## src/hdl/assert_macros.svh

```systemverilog
// ----------------------------------------------------------------------------
// assert_macros.svh
// Assertion macros shared by the I2C sequencer RTL. They are compiled away
// when SYNTHESIS is defined.
// ----------------------------------------------------------------------------
`ifndef ASSERT_MACROS_SVH
`define ASSERT_MACROS_SVH

`ifndef SYNTHESIS

// Property checked at every rising edge of clk while out of reset.
`define ASSERT_CLK(label, prop, msg) \
  label: assert property (@(posedge clk) disable iff (!rst_n) prop) else $error(msg);

// Condition that must never be true at a rising edge of clk out of reset.
`define ASSERT_NEVER(label, expr, msg) \
  label: assert property (@(posedge clk) disable iff (!rst_n) !(expr)) else $error(msg);

`else

`define ASSERT_CLK(label, prop, msg)
`define ASSERT_NEVER(label, expr, msg)

`endif

`endif

```

## src/hdl/i2cms_pkg.sv

```systemverilog
// ----------------------------------------------------------------------------
// i2cms_pkg
// Types and codes shared by the I2C master write-read sequencer.
// ----------------------------------------------------------------------------
package i2cms_pkg;

  // Commands issued to the bus-controller core.
  localparam logic [2:0] CMD_NONE    = 3'd0;
  localparam logic [2:0] CMD_START   = 3'd1;
  localparam logic [2:0] CMD_SEND    = 3'd2;
  localparam logic [2:0] CMD_RSTART  = 3'd3;
  localparam logic [2:0] CMD_STOP    = 3'd4;
  localparam logic [2:0] CMD_RXDUMMY = 3'd5;
  localparam logic [2:0] CMD_READ    = 3'd6;

  // Item kinds carried by the mode field.
  localparam logic MODE_REQUEST = 1'b0;
  localparam logic MODE_EVENT   = 1'b1;

  // Sequencer phases.
  localparam logic [3:0] PH_IDLE        = 4'd0;
  localparam logic [3:0] PH_WAIT_START  = 4'd1;
  localparam logic [3:0] PH_WAIT_ADDR   = 4'd2;
  localparam logic [3:0] PH_WAIT_WRITE  = 4'd3;
  localparam logic [3:0] PH_WAIT_RSTART = 4'd4;
  localparam logic [3:0] PH_WAIT_RADDR  = 4'd5;
  localparam logic [3:0] PH_WAIT_STOPW  = 4'd6;
  localparam logic [3:0] PH_WAIT_DUMMY  = 4'd7;
  localparam logic [3:0] PH_WAIT_READ   = 4'd8;
  localparam logic [3:0] PH_WAIT_STOPR  = 4'd9;

  // Classified interrupt events.
  localparam logic [2:0] EV_START   = 3'd0;
  localparam logic [2:0] EV_STOP    = 3'd1;
  localparam logic [2:0] EV_ADDR    = 3'd2;
  localparam logic [2:0] EV_ARBL    = 3'd3;
  localparam logic [2:0] EV_DONE    = 3'd4;
  localparam logic [2:0] EV_UNKNOWN = 3'd5;

  typedef struct packed {
    logic       mode;
    logic [6:0] target_address;
    logic [7:0] write_count;
    logic [7:0] read_count;
    logic       start_flag;
    logic       stop_flag;
    logic       addressed_flag;
    logic       arbitration_lost_flag;
    logic       transfer_done_flag;
    logic       nack_received;
    logic [7:0] next_write_byte;
    logic [7:0] read_byte;
  } item_t;

  typedef struct packed {
    logic [2:0] command;
    logic [7:0] bus_byte;
    logic       nack_next;
    logic [7:0] received_byte;
    logic       received_valid;
    logic       finished;
    logic       success;
  } result_t;

endpackage

```

## src/hdl/i2cms_core.sv

```systemverilog
// ----------------------------------------------------------------------------
// i2cms_core
// Transaction state and the single-pass step logic: classifies an item,
// produces its result and updates the state when the item is taken.
// ----------------------------------------------------------------------------
module i2cms_core (
  input  logic              clk,
  input  logic              rst_n,
  input  logic              fire,
  input  i2cms_pkg::item_t  item,
  output i2cms_pkg::result_t result
);

  logic [3:0] phase_r, phase_nxt;
  logic [7:0] byte_index_r, byte_index_nxt;
  logic [7:0] write_total_r, write_total_nxt;
  logic [7:0] read_total_r, read_total_nxt;
  logic [6:0] peer_address_r, peer_address_nxt;

  logic [2:0] ev;
  logic       fail;
  logic [7:0] rd_idx;
  logic [8:0] rd_idx_p1;
  logic [8:0] rd_idx_p2;
  i2cms_pkg::result_t res;

  always_comb begin
    if (item.start_flag) begin
      ev = i2cms_pkg::EV_START;
    end else if (item.stop_flag) begin
      ev = i2cms_pkg::EV_STOP;
    end else if (item.addressed_flag) begin
      ev = i2cms_pkg::EV_ADDR;
    end else if (item.arbitration_lost_flag) begin
      ev = i2cms_pkg::EV_ARBL;
    end else if (item.transfer_done_flag) begin
      ev = i2cms_pkg::EV_DONE;
    end else begin
      ev = i2cms_pkg::EV_UNKNOWN;
    end
  end

  // The receive loop restarts its index when leaving the dummy read.
  assign rd_idx    = (phase_r == i2cms_pkg::PH_WAIT_DUMMY) ? 8'd0 : byte_index_r;
  assign rd_idx_p1 = {1'b0, rd_idx} + 9'd1;
  assign rd_idx_p2 = {1'b0, rd_idx} + 9'd2;

  always_comb begin
    phase_nxt        = phase_r;
    byte_index_nxt   = byte_index_r;
    write_total_nxt  = write_total_r;
    read_total_nxt   = read_total_r;
    peer_address_nxt = peer_address_r;
    res              = '0;
    fail             = 1'b0;

    if (item.mode == i2cms_pkg::MODE_REQUEST) begin
      if (phase_r == i2cms_pkg::PH_IDLE) begin
        peer_address_nxt = item.target_address;
        write_total_nxt  = item.write_count;
        read_total_nxt   = item.read_count;
        byte_index_nxt   = 8'd0;
        if (item.write_count == 8'd0 && item.read_count == 8'd0) begin
          res.finished = 1'b1;
        end else begin
          res.command = i2cms_pkg::CMD_START;
          phase_nxt   = i2cms_pkg::PH_WAIT_START;
        end
      end
    end else if (phase_r != i2cms_pkg::PH_IDLE) begin
      case (phase_r)
        i2cms_pkg::PH_WAIT_START: begin
          if (ev != i2cms_pkg::EV_START) begin
            fail = 1'b1;
          end else begin
            res.command  = i2cms_pkg::CMD_SEND;
            res.bus_byte = {peer_address_r, (write_total_r == 8'd0)};
            phase_nxt    = i2cms_pkg::PH_WAIT_ADDR;
          end
        end
        i2cms_pkg::PH_WAIT_ADDR: begin
          if (ev != i2cms_pkg::EV_DONE) begin
            fail = 1'b1;
          end else if (write_total_r != 8'd0) begin
            byte_index_nxt = 8'd0;
            if (item.nack_received) begin
              fail = 1'b1;
            end else begin
              res.command    = i2cms_pkg::CMD_SEND;
              res.bus_byte   = item.next_write_byte;
              byte_index_nxt = 8'd1;
              phase_nxt      = i2cms_pkg::PH_WAIT_WRITE;
            end
          end else begin
            res.command   = i2cms_pkg::CMD_RXDUMMY;
            res.nack_next = (read_total_r == 8'd1);
            phase_nxt     = i2cms_pkg::PH_WAIT_DUMMY;
          end
        end
        i2cms_pkg::PH_WAIT_WRITE: begin
          if (ev != i2cms_pkg::EV_DONE) begin
            fail = 1'b1;
          end else if (byte_index_r < write_total_r) begin
            if (item.nack_received) begin
              fail = 1'b1;
            end else begin
              res.command    = i2cms_pkg::CMD_SEND;
              res.bus_byte   = item.next_write_byte;
              byte_index_nxt = byte_index_r + 8'd1;
              phase_nxt      = i2cms_pkg::PH_WAIT_WRITE;
            end
          end else if (read_total_r != 8'd0) begin
            res.command = i2cms_pkg::CMD_RSTART;
            phase_nxt   = i2cms_pkg::PH_WAIT_RSTART;
          end else begin
            res.command = i2cms_pkg::CMD_STOP;
            phase_nxt   = i2cms_pkg::PH_WAIT_STOPW;
          end
        end
        i2cms_pkg::PH_WAIT_RSTART: begin
          if (ev != i2cms_pkg::EV_START) begin
            fail = 1'b1;
          end else begin
            res.command  = i2cms_pkg::CMD_SEND;
            res.bus_byte = {peer_address_r, 1'b1};
            phase_nxt    = i2cms_pkg::PH_WAIT_RADDR;
          end
        end
        i2cms_pkg::PH_WAIT_RADDR: begin
          if (ev != i2cms_pkg::EV_DONE) begin
            fail = 1'b1;
          end else begin
            res.command   = i2cms_pkg::CMD_RXDUMMY;
            res.nack_next = (read_total_r == 8'd1);
            phase_nxt     = i2cms_pkg::PH_WAIT_DUMMY;
          end
        end
        i2cms_pkg::PH_WAIT_STOPW: begin
          if (ev != i2cms_pkg::EV_STOP) begin
            fail = 1'b1;
          end else begin
            res.finished = 1'b1;
            res.success  = 1'b1;
            phase_nxt    = i2cms_pkg::PH_IDLE;
          end
        end
        i2cms_pkg::PH_WAIT_DUMMY, i2cms_pkg::PH_WAIT_READ: begin
          if (ev != i2cms_pkg::EV_DONE) begin
            fail = 1'b1;
          end else begin
            byte_index_nxt = rd_idx;
            res.nack_next  = (rd_idx_p2 == {1'b0, read_total_r});
            if (rd_idx_p1 == {1'b0, read_total_r}) begin
              // Last byte: stop first, the byte is taken on the stop event.
              res.command = i2cms_pkg::CMD_STOP;
              phase_nxt   = i2cms_pkg::PH_WAIT_STOPR;
            end else begin
              res.command        = i2cms_pkg::CMD_READ;
              res.received_byte  = item.read_byte;
              res.received_valid = 1'b1;
              byte_index_nxt     = rd_idx_p1[7:0];
              phase_nxt          = i2cms_pkg::PH_WAIT_READ;
            end
          end
        end
        i2cms_pkg::PH_WAIT_STOPR: begin
          if (ev != i2cms_pkg::EV_STOP) begin
            fail = 1'b1;
          end else begin
            res.command        = i2cms_pkg::CMD_READ;
            res.received_byte  = item.read_byte;
            res.received_valid = 1'b1;
            res.finished       = 1'b1;
            res.success        = 1'b1;
            phase_nxt          = i2cms_pkg::PH_IDLE;
          end
        end
        default: begin
          phase_nxt = i2cms_pkg::PH_IDLE;
        end
      endcase

      if (fail) begin
        res          = '0;
        res.finished = 1'b1;
        phase_nxt    = i2cms_pkg::PH_IDLE;
      end
    end
  end

  assign result = res;

  always_ff @(posedge clk) begin
    if (!rst_n) begin
      phase_r        <= i2cms_pkg::PH_IDLE;
      byte_index_r   <= 8'd0;
      write_total_r  <= 8'd0;
      read_total_r   <= 8'd0;
      peer_address_r <= 7'd0;
    end else if (fire) begin
      phase_r        <= phase_nxt;
      byte_index_r   <= byte_index_nxt;
      write_total_r  <= write_total_nxt;
      read_total_r   <= read_total_nxt;
      peer_address_r <= peer_address_nxt;
    end
  end

endmodule

```

## src/hdl/i2c_master_write_read_sequencer.sv

```systemverilog
// An item is captured in the input register when transferred in; its result is
// then captured in the result register. Throughput: one item per cycle while
// out_stall is low. The input register takes one more item behind a waiting
// result; the input stalls only when both registers are full and out_stall is set.
// Reset: synchronous, active low; clears both valid flags and returns the
// sequencer to idle with all counters and the address cleared.
// ----------------------------------------------------------------------------
// i2c_master_write_read_sequencer
// Sequences one I2C master transaction (start, address, writes, repeated
// start, reads, stop) over a bus-controller core, at most one command per event.
// ----------------------------------------------------------------------------
`include "assert_macros.svh"

module i2c_master_write_read_sequencer (
  input  logic       clk,
  input  logic       rst_n,

  // Request and interrupt-event channel.
  input  logic       in_valid,
  output logic       in_stall,
  input  logic       in_mode,
  input  logic [6:0] in_target_address,
  input  logic [7:0] in_write_count,
  input  logic [7:0] in_read_count,
  input  logic       in_start_flag,
  input  logic       in_stop_flag,
  input  logic       in_addressed_flag,
  input  logic       in_arbitration_lost_flag,
  input  logic       in_transfer_done_flag,
  input  logic       in_nack_received,
  input  logic [7:0] in_next_write_byte,
  input  logic [7:0] in_read_byte,

  // Command and status channel.
  output logic       out_valid,
  input  logic       out_stall,
  output logic [2:0] out_command,
  output logic [7:0] out_bus_byte,
  output logic       out_nack_next,
  output logic [7:0] out_received_byte,
  output logic       out_received_valid,
  output logic       out_finished,
  output logic       out_success
);

  // Input register: holds one transferred item until the step logic takes it.
  logic               in_v_r;
  i2cms_pkg::item_t   item_r;
  i2cms_pkg::item_t   item_nxt;

  // Result register: holds one finished result until the consumer takes it.
  logic               out_v_r;
  i2cms_pkg::result_t res_r;
  i2cms_pkg::result_t step_res;

  // The step fires when an item waits and the result register is free or
  // is being emptied in this same cycle.
  logic advance;

  assign advance  = in_v_r && (!out_v_r || !out_stall);
  // The input register only blocks when it is full and cannot move on.
  assign in_stall = in_v_r && !advance;

  always_comb begin
    item_nxt.mode                  = in_mode;
    item_nxt.target_address        = in_target_address;
    item_nxt.write_count           = in_write_count;
    item_nxt.read_count            = in_read_count;
    item_nxt.start_flag            = in_start_flag;
    item_nxt.stop_flag             = in_stop_flag;
    item_nxt.addressed_flag        = in_addressed_flag;
    item_nxt.arbitration_lost_flag = in_arbitration_lost_flag;
    item_nxt.transfer_done_flag    = in_transfer_done_flag;
    item_nxt.nack_received         = in_nack_received;
    item_nxt.next_write_byte       = in_next_write_byte;
    item_nxt.read_byte             = in_read_byte;
  end

  always_ff @(posedge clk) begin
    if (!rst_n) begin
      in_v_r <= 1'b0;
    end else if (!in_stall) begin
      in_v_r <= in_valid;
    end
  end

  always_ff @(posedge clk) begin
    if (in_valid && !in_stall) begin
      item_r <= item_nxt;
    end
  end

  // Transaction state and step logic; the state moves only when an item
  // is actually consumed, so a stalled item is evaluated again unchanged.
  i2cms_core u_core (
    .clk    (clk),
    .rst_n  (rst_n),
    .fire   (advance),
    .item   (item_r),
    .result (step_res)
  );

  always_ff @(posedge clk) begin
    if (!rst_n) begin
      out_v_r <= 1'b0;
    end else if (advance) begin
      out_v_r <= 1'b1;
    end else if (!out_stall) begin
      out_v_r <= 1'b0;
    end
  end

  always_ff @(posedge clk) begin
    if (advance) begin
      res_r <= step_res;
    end
  end

  assign out_valid          = out_v_r;
  assign out_command        = res_r.command;
  assign out_bus_byte       = res_r.bus_byte;
  assign out_nack_next      = res_r.nack_next;
  assign out_received_byte  = res_r.received_byte;
  assign out_received_valid = res_r.received_valid;
  assign out_finished       = res_r.finished;
  assign out_success        = res_r.success;

  // A consumed item always leaves a result in the result register.
  `ASSERT_CLK(a_adv_fills_out, advance |=> out_v_r, "step fired but no result registered")
  // The input side only stalls behind a full, stalled result register.
  `ASSERT_CLK(a_stall_cause, in_stall |-> (out_v_r && out_stall), "input stalled without cause")
  // A delivered byte always travels with a read command.
  `ASSERT_CLK(a_rx_cmd, (out_v_r && res_r.received_valid) |-> (res_r.command == i2cms_pkg::CMD_READ), "received byte without read command")
  // Success is only reported when the transaction ends.
  `ASSERT_NEVER(a_success_fin, out_v_r && res_r.success && !res_r.finished, "success without finished")

endmodule
```

## config.mk

```make
export PLATFORM = sky130hd
export DESIGN_NAME = i2c_master_write_read_sequencer
export DESIGN_NICKNAME = d
export VERILOG_FILES = /design/src/hdl/i2cms_pkg.sv /design/src/hdl/i2cms_core.sv /design/src/hdl/i2c_master_write_read_sequencer.sv
export VERILOG_INCLUDE_DIRS = /design/src /design/src/hdl
export SDC_FILE = /design/constraint.sdc
export NUM_CORES = 1
export LEC_CHECK = 0
export BUFFER_PORTS_ARGS = -buffer_cell sky130_fd_sc_hd__clkbuf_2
export CAP_MARGIN = 20
export CORE_MARGIN = 3
export CORE_UTILIZATION = 50
export CTS_BUF_LIST = sky130_fd_sc_hd__clkbuf_4 sky130_fd_sc_hd__clkbuf_8 sky130_fd_sc_hd__clkbuf_16
export CTS_CLUSTER_DIAMETER = 150
export DETAILED_ROUTE_END_ITERATION = 8
export GPL_TIMING_DRIVEN = 0
export HOLD_SLACK_MARGIN = 0.1
export PLACE_DENSITY = 0.72
export SLEW_MARGIN = 10
export SYNTH_ARGS = -nofsm -noshare
export SYNTH_HDL_FRONTEND = slang
export SYNTH_SLANG_ARGS = --single-unit
```

## constraint.sdc

```tcl
create_clock -name clk -period 3 [get_ports clk]
set_clock_uncertainty 0.15 [all_clocks]
set_input_delay 0.15 -clock clk [delete_from_list [all_inputs] [get_ports clk]]
set_output_delay 0.15 -clock clk [all_outputs]
set_load 0.01 [all_outputs]
```

=== After elaboration in Yosys (flattened, before gate mapping) ===
Cells that the tools add are included.

* Add/sub/neg operators: 3
* Magnitude comparators: 1
* Equal/unequal tests: 31
* Multiplexer cells: 82
* Bitwise gates (word level): 2
* Reduce and logical (&&, ||, !) cells: 26

{| class="wikitable"
|+ Operators by type and width
! kind !! count
|-
| 8-bit 2-to-1 mux || 13
|-
| 4-bit 2-to-1 mux || 15
|-
| 23-bit 2-to-1 mux || 2
|-
| 10-bit 2-to-1 mux || 4
|-
| 3-bit 2-to-1 mux || 12
|-
| 8-bit case mux with 4 select lines || 1
|-
| 4-bit inequality test (second input constant) || 7
|-
| 4-bit case mux with 7 select lines || 1
|-
| 8-bit zero test || 3
|-
| 8-bit case mux with 3 select lines || 1
|-
| 11-bit 2-to-1 mux || 2
|-
| 1-bit 2-to-1 mux || 21
|-
| 3-bit case mux with 7 select lines || 1
|-
| 9-bit by 8-bit equality test with 1-bit output || 2
|-
| 9-bit case mux with 2 select lines || 1
|-
| 4-bit by 3-bit equality test with 1-bit output (second input constant) || 4
|-
| 8-bit nonzero test || 2
|-
| 3-bit inequality test (second input constant) || 5
|-
| 12-bit 2-to-1 mux || 1
|-
| 11-bit AND reduction || 1
|-
| 10-bit AND reduction || 1
|-
| 8-bit by 1-bit adder with 9-bit output (second input constant) || 1
|-
| 8-bit by 2-bit adder with 9-bit output (second input constant) || 1
|-
| 9-bit 2-to-1 mux || 1
|-
| 26 further kinds || 42
|}

* Register bits: 106
* Input bits: 50
* Word-level logic and storage cells: 171

=== Depth between registers and ports, before layout ===
* Depth after elaboration: 13
* Gate-level depth with buffers: 15

=== Hierarchy ===
A second synthesis with hierarchy kept.

* Cell total of the unflattened synthesis: 544
* Area, all modules: 5432.7 um^2

{| class="wikitable"
|+ By module, submodules not included
! module !! instances !! cells each !! area each (um^2)
|-
| i2cms_core || 1 || 467 || 3276.9
|-
| i2c_master_write_read_sequencer || 1 || 77 || 2155.8
|}

=== Worst setup path after synthesis ===
No wires, ideal clock.

* Kind: flip-flop to flip-flop
* Start: register out_v_r, in the netlist out_valid
* End: register item_r[0] in the netlist's numbering (enable)
* Setup time: 0.455 ns
* Arrival: 2.624 ns
* Path slack: -0.229 ns
* Cell stages (with the launch flop): 3
* Buffers on the path: 0
* Cells stage by stage: dfxtp_1 > and3_1 > nor2b_1

* Word-level cells in the longest chain between the ends: 7

{| class="wikitable"
|+ RTL lines
! what !! RTL line !! text
|-
| start: declaration || i2c_master_write_read_sequencer.sv:52 || <nowiki>logic out_v_r;</nowiki>
|-
| start signal: assignment || i2c_master_write_read_sequencer.sv:105 || <nowiki>out_v_r <= 1'b0;</nowiki>
|-
| start signal: assignment || i2c_master_write_read_sequencer.sv:107 || <nowiki>out_v_r <= 1'b1;</nowiki>
|-
| start signal: assignment || i2c_master_write_read_sequencer.sv:109 || <nowiki>out_v_r <= 1'b0;</nowiki>
|-
| 1-bit zero test || i2c_master_write_read_sequencer.sv:60 || <nowiki>assign advance = in_v_r && (!out_v_r || !out_stall);</nowiki>
|-
| 1-bit logical OR || i2c_master_write_read_sequencer.sv:60 ||
|-
| 1-bit logical AND || i2c_master_write_read_sequencer.sv:60 ||
|-
| 1-bit zero test || i2c_master_write_read_sequencer.sv:62 || <nowiki>assign in_stall = in_v_r && !advance;</nowiki>
|-
| 1-bit logical AND || i2c_master_write_read_sequencer.sv:62 ||
|-
| net in_stall || i2c_master_write_read_sequencer.sv:20 || <nowiki>output logic in_stall,</nowiki>
|-
| 1-bit zero test || i2c_master_write_read_sequencer.sv:88 || <nowiki>if (in_valid && !in_stall) begin</nowiki>
|-
| 1-bit logical AND || i2c_master_write_read_sequencer.sv:88 ||
|-
| end signal: assignment || i2c_master_write_read_sequencer.sv:89 || <nowiki>item_r <= item_nxt;</nowiki>
|-
| end: declaration || i2c_master_write_read_sequencer.sv:48 || <nowiki>i2cms_pkg::item_t item_r;</nowiki>
|}

The timed path passes the listed nets, and every way through them passes these cells.
A chain may end at the register's enable or synchronous reset.

=== Worst setup path in the final report ===
* Start: register u_core.phase_r[1]
* End: register res_r, in the netlist out_received_byte[1], data pin

* Word-level cells in the longest chain between the ends: 7
* Elaborated cells on any way between the ends: 25

{| class="wikitable"
|+ RTL lines
! what !! RTL line !! text
|-
| start: declaration || i2cms_core.sv:14 || <nowiki>logic [3:0] phase_r, phase_nxt;</nowiki>
|-
| start signal: assignment || i2cms_core.sv:195 || <nowiki>phase_r <= i2cms_pkg::PH_IDLE;</nowiki>
|-
| start signal: assignment || i2cms_core.sv:201 || <nowiki>phase_r <= phase_nxt;</nowiki>
|-
| 4-bit by 3-bit equality test with 1-bit output || i2cms_core.sv:44, i2cms_core.sv:71 ||
|-
| 8-bit 2-to-1 mux || i2cms_core.sv:44 || <nowiki>assign rd_idx = (phase_r == i2cms_pkg::PH_WAIT_DUMMY) ? 8'd0 : byte_index_r;</nowiki>
|-
| 8-bit by 1-bit adder with 9-bit output || i2cms_core.sv:45 || <nowiki>assign rd_idx_p1 = {1'b0, rd_idx} + 9'd1;</nowiki>
|-
| 9-bit by 8-bit equality test with 1-bit output || i2cms_core.sv:153 || <nowiki>if (rd_idx_p1 == {1'b0, read_total_r}) begin</nowiki>
|-
| 9-bit 2-to-1 mux || i2cms_core.sv:153 ||
|-
| 10-bit 2-to-1 mux || i2cms_core.sv:148 || <nowiki>if (ev != i2cms_pkg::EV_DONE) begin</nowiki>
|-
| 9-bit case mux with 2 select lines || i2cms_core.sv:71 || <nowiki>case (phase_r)</nowiki>
|-
| end signal: assignment || i2c_master_write_read_sequencer.sv:115 || <nowiki>res_r <= step_res;</nowiki>
|-
| end: declaration || i2c_master_write_read_sequencer.sv:53 || <nowiki>i2cms_pkg::result_t res_r;</nowiki>
|}

Parallel ways exist; a longest one is shown, timed or not. The select of a mux whose other input is x is not followed.

==> reports/qor.yml <==
firstDrtPassIters: 5
ys_top_cells_by_area: "edfxtp_1 (38%), dfxtp_1 (14%), nand2_1 (5.7%), a21boi_0 (3.6%), nor2_1 (2.9%)"
synthArstFlopShare: 0
areaGrowthSynthToFinish_pct: 32.2
hpwl_um: 9330
fin_total_pwr_w: 0.00297
drc: 0
layout-drive-gt1-share: 0.253
drtIter0Drc: 241
synth_area_mm2: 0.00542
clock.fmax_mhz: 309
hp-class: "primary input to register"
final.setup.worst_slack_ns: -0.240
setup_viol: 19
synth_top_area_cell: "edfxtp_1"
relSlewSlack: 0.399
power_density_mw_per_mm2: 414
grt_overflow: 0
die_area_mm2: 0.0121
vias_per_cell: 5.55
crit_arrival_ns: 3.22
num_vias: 4611
io_pins: 75
fin_setup_tns_ns: -3.29
violations: "setup timing"
run_status: "finished with violations"
ys.warnings.count: 0
htreeDepth: 3
pre_cts_ws_ns: -0.698
grt_start_max_net_pins: 34
yosysMostFrequentCell: "nand2_1"
syn_nets: 591
ys_seq_area_frac: 0.519
cts_tree: "done"
post-place-cells: 742
critical_path_class: "register to register"
fin_nets: 750
r2r_cells: 14
endpoint: "out_received_byte[1]"
postSynthAreaPerCell_um2: 10.2
synth-main-ff-cell: "edfxtp_1"
routed_wl_um: 14300
crit_start: "u_core.phase_r[1]"
slew_violations: 0
synth_cell_type_count: 71
critPathMaxFanout: 7
port_buffers: 74
min_period_ns: 3.24
grt_usage: 0.246
clk_latency_ns: 0.38
synth_top_area_share: 0.382
wl_per_cell_um: 17.2
rsz0062_at_grt: "yes"
r2r_slack_ns: -0.24
r2r_end: "out_received_byte[1]"
fin_crit_sh: 1.08
maxCapViolCount: 0
core_mm2: 0.0104
die_x_um: 110
grt_pass1_wl_um: 22700
synthCells: 531
clk_path_buf_depth: 2
final_cells: 831
synth_edf_count: 69
cts_sinks: 106
utilization: 0.688
cp_data_required_time_ns: 2.98
ir_worst_vdd_mv: 0.383
crit_path_end_kind: "register"
rows: 37
place.gp.congestion: 0.938
antenna_found_initial: 0
start_kind: "register"
start_util: 0.520
hold_viol: 0
worst_slew_pin_slew_ns: 0.899
drtAntennaViolNets: 0
ctsRootBufferMaster: "clkbuf_8"
ys_seq_elements: 106
diodes: 0
netlist_top_cells_count: "nand2_1 (82), edfxtp_1 (69), nor2_1 (42)"
numCtsBuffers: 9
hold_path_depth: 4
leakagePower_nw: 2.63
clk_pin_slew_ns: 0.10
grt_pass1_vias: 4639
die_h_um: 110
timing.rr.start: "u_core.phase_r[1]"
-- worst min path at each step --
stage / start / endpoint / slack (ns)
2_1_floorplan: in_read_byte[0] / item_r[0] / 0.1
3_3_place_gp: in_next_write_byte[3] / item_r[11] / 0.18
3_5_place_dp: in_read_count[0] / item_r[22] / 0.18
4_1_cts: rst_n / u_core.byte_index_r[0] / 0.12
5_1_grt: rst_n / u_core.byte_index_r[0] / 0.16
6_report: rst_n / u_core.byte_index_r[0] / 0.18
-- timing repair --
action / 4_1_cts / 5_1_grt
setup buffers: 24 / 4
gates cloned: 2 / 0
resized for setup: 35 / 18
endpoints found under the setup margin: 28 / 28
pin swaps: 24 / 18
endpoints found under the hold margin: 61 / 0
hold buffers: 48 / 0
-- through the flow --
| step | hold slack, ns | cell area (µm²) |
|---|---|---|
| 5_1_grt | 0.156 | 7160 |
| 2_1_floorplan | 0.0989 | 5450 |
| 4_1_cts | 0.122 | 7080 |
| 3_3_place_gp | 0.177 | 5990 |
| 6_report | 0.185 | 7160 |
| 3_5_place_dp | 0.179 | 6030 |
-- sequential cells by signal, summed over array words and instances, names as in the netlist --
signal and count:
u_core.peer_address_r 7, out_received_byte 8, out_received_valid 1, u_core.write_total_r 8, u_core.read_total_r 8, out_bus_byte 8, out_success 1, item_r 46
out_finished 1, in_v_r 1, out_nack_next 1, u_core.phase_r 4, out_command 3, out_valid 1, u_core.byte_index_r 8
-- kinds of logic (layout without fill, tap and decap cells) --
family / count (synthesis) / count (layout) / share of synthesized area
AOI/OAI and AO/OA: 115 / 115 / 0.161
xor gates and xnor gates: 27 / 27 / 0.0464
buffers and inverters: 45 / 208 / 0.0383
and+or+nand+nor: 224 / 225 / 0.205
muxes: 4 / 4 / 0.00739
DFF: 106 / 106 / 0.519
adders and majority gates: 10 / 10 / 0.0231
-- area by class of cell --
| cell class | instances | area, µm² |
|---|---|---|
| Timing Repair Buffer | 150 | 1080 |
| Inverter | 12 | 45.0 |
| Sequential cell | 106 | 2820 |
| Buffer | 30 | 168 |
| Clock buffer | 12 | 176 |
| Tap cell | 136 | 170 |
| Clock inverter | 4 | 55.1 |
| Multi-Input combinational cell | 381 | 2640 |
| Fill cell | 802 | 3250 |
-- where the power goes --
part | switching, W | internal [W] | leakage [nW]
combinational | 0.000177 | 0.000158 | 1.53
clock | 0.000493 | 0.000488 | 0.120
sequential | 0.0000340 | 0.00162 | 0.974
-- routing by layer --
layer / vias to the layer above / global-route usage / routed length (µm)
met5: - / 0 / 0
met2: 172 / 0.421 / 6980
met3: 20 / 0.0466 / 862
li1: 2253 / - / -
met1: 2166 / 0.313 / 6160
met4: 0 / 0.0827 / 257
-- cells in the final DEF, fill, tap and decap left out, types with 5 or more instances in the layout --
master	count
a21boi_0	26
a21oi_1	13
a22oi_1	9
and2_1	10
and2_4	5
buf_4	25
buf_6	6
clkbuf_1	18
clkbuf_2	76
clkbuf_8	12
dfxtp_1	33
dlygate4sd3_1	48
edfxtp_1	69
ha_1	8
inv_1	11
nand2_1	79
nand3_1	15
nand4_1	10
nor2_1	41
nor2b_1	10
nor3_1	7
nor4_1	8
o21a_1	6
o21ai_0	11
xnor2_1	15
xor2_1	9
-- worst max-delay path, cell delays in order, from the launching register on --
cell and delay, ns:
dfxtp_4 0.36, buf_6 0.11, nand4b_1 0.14, clkbuf_8 0.19
and2_4 0.18, buf_4 0.12, ha_4 0.21, nand3_4 0.15
xnor2_1 0.17, or3_1 0.42, o311ai_4 0.11, nand3_4 0.17
a21boi_4 0.27, nor2_4 0.08, and2_1 0.15
Note: power is estimated with default switching activity, not from simulation.
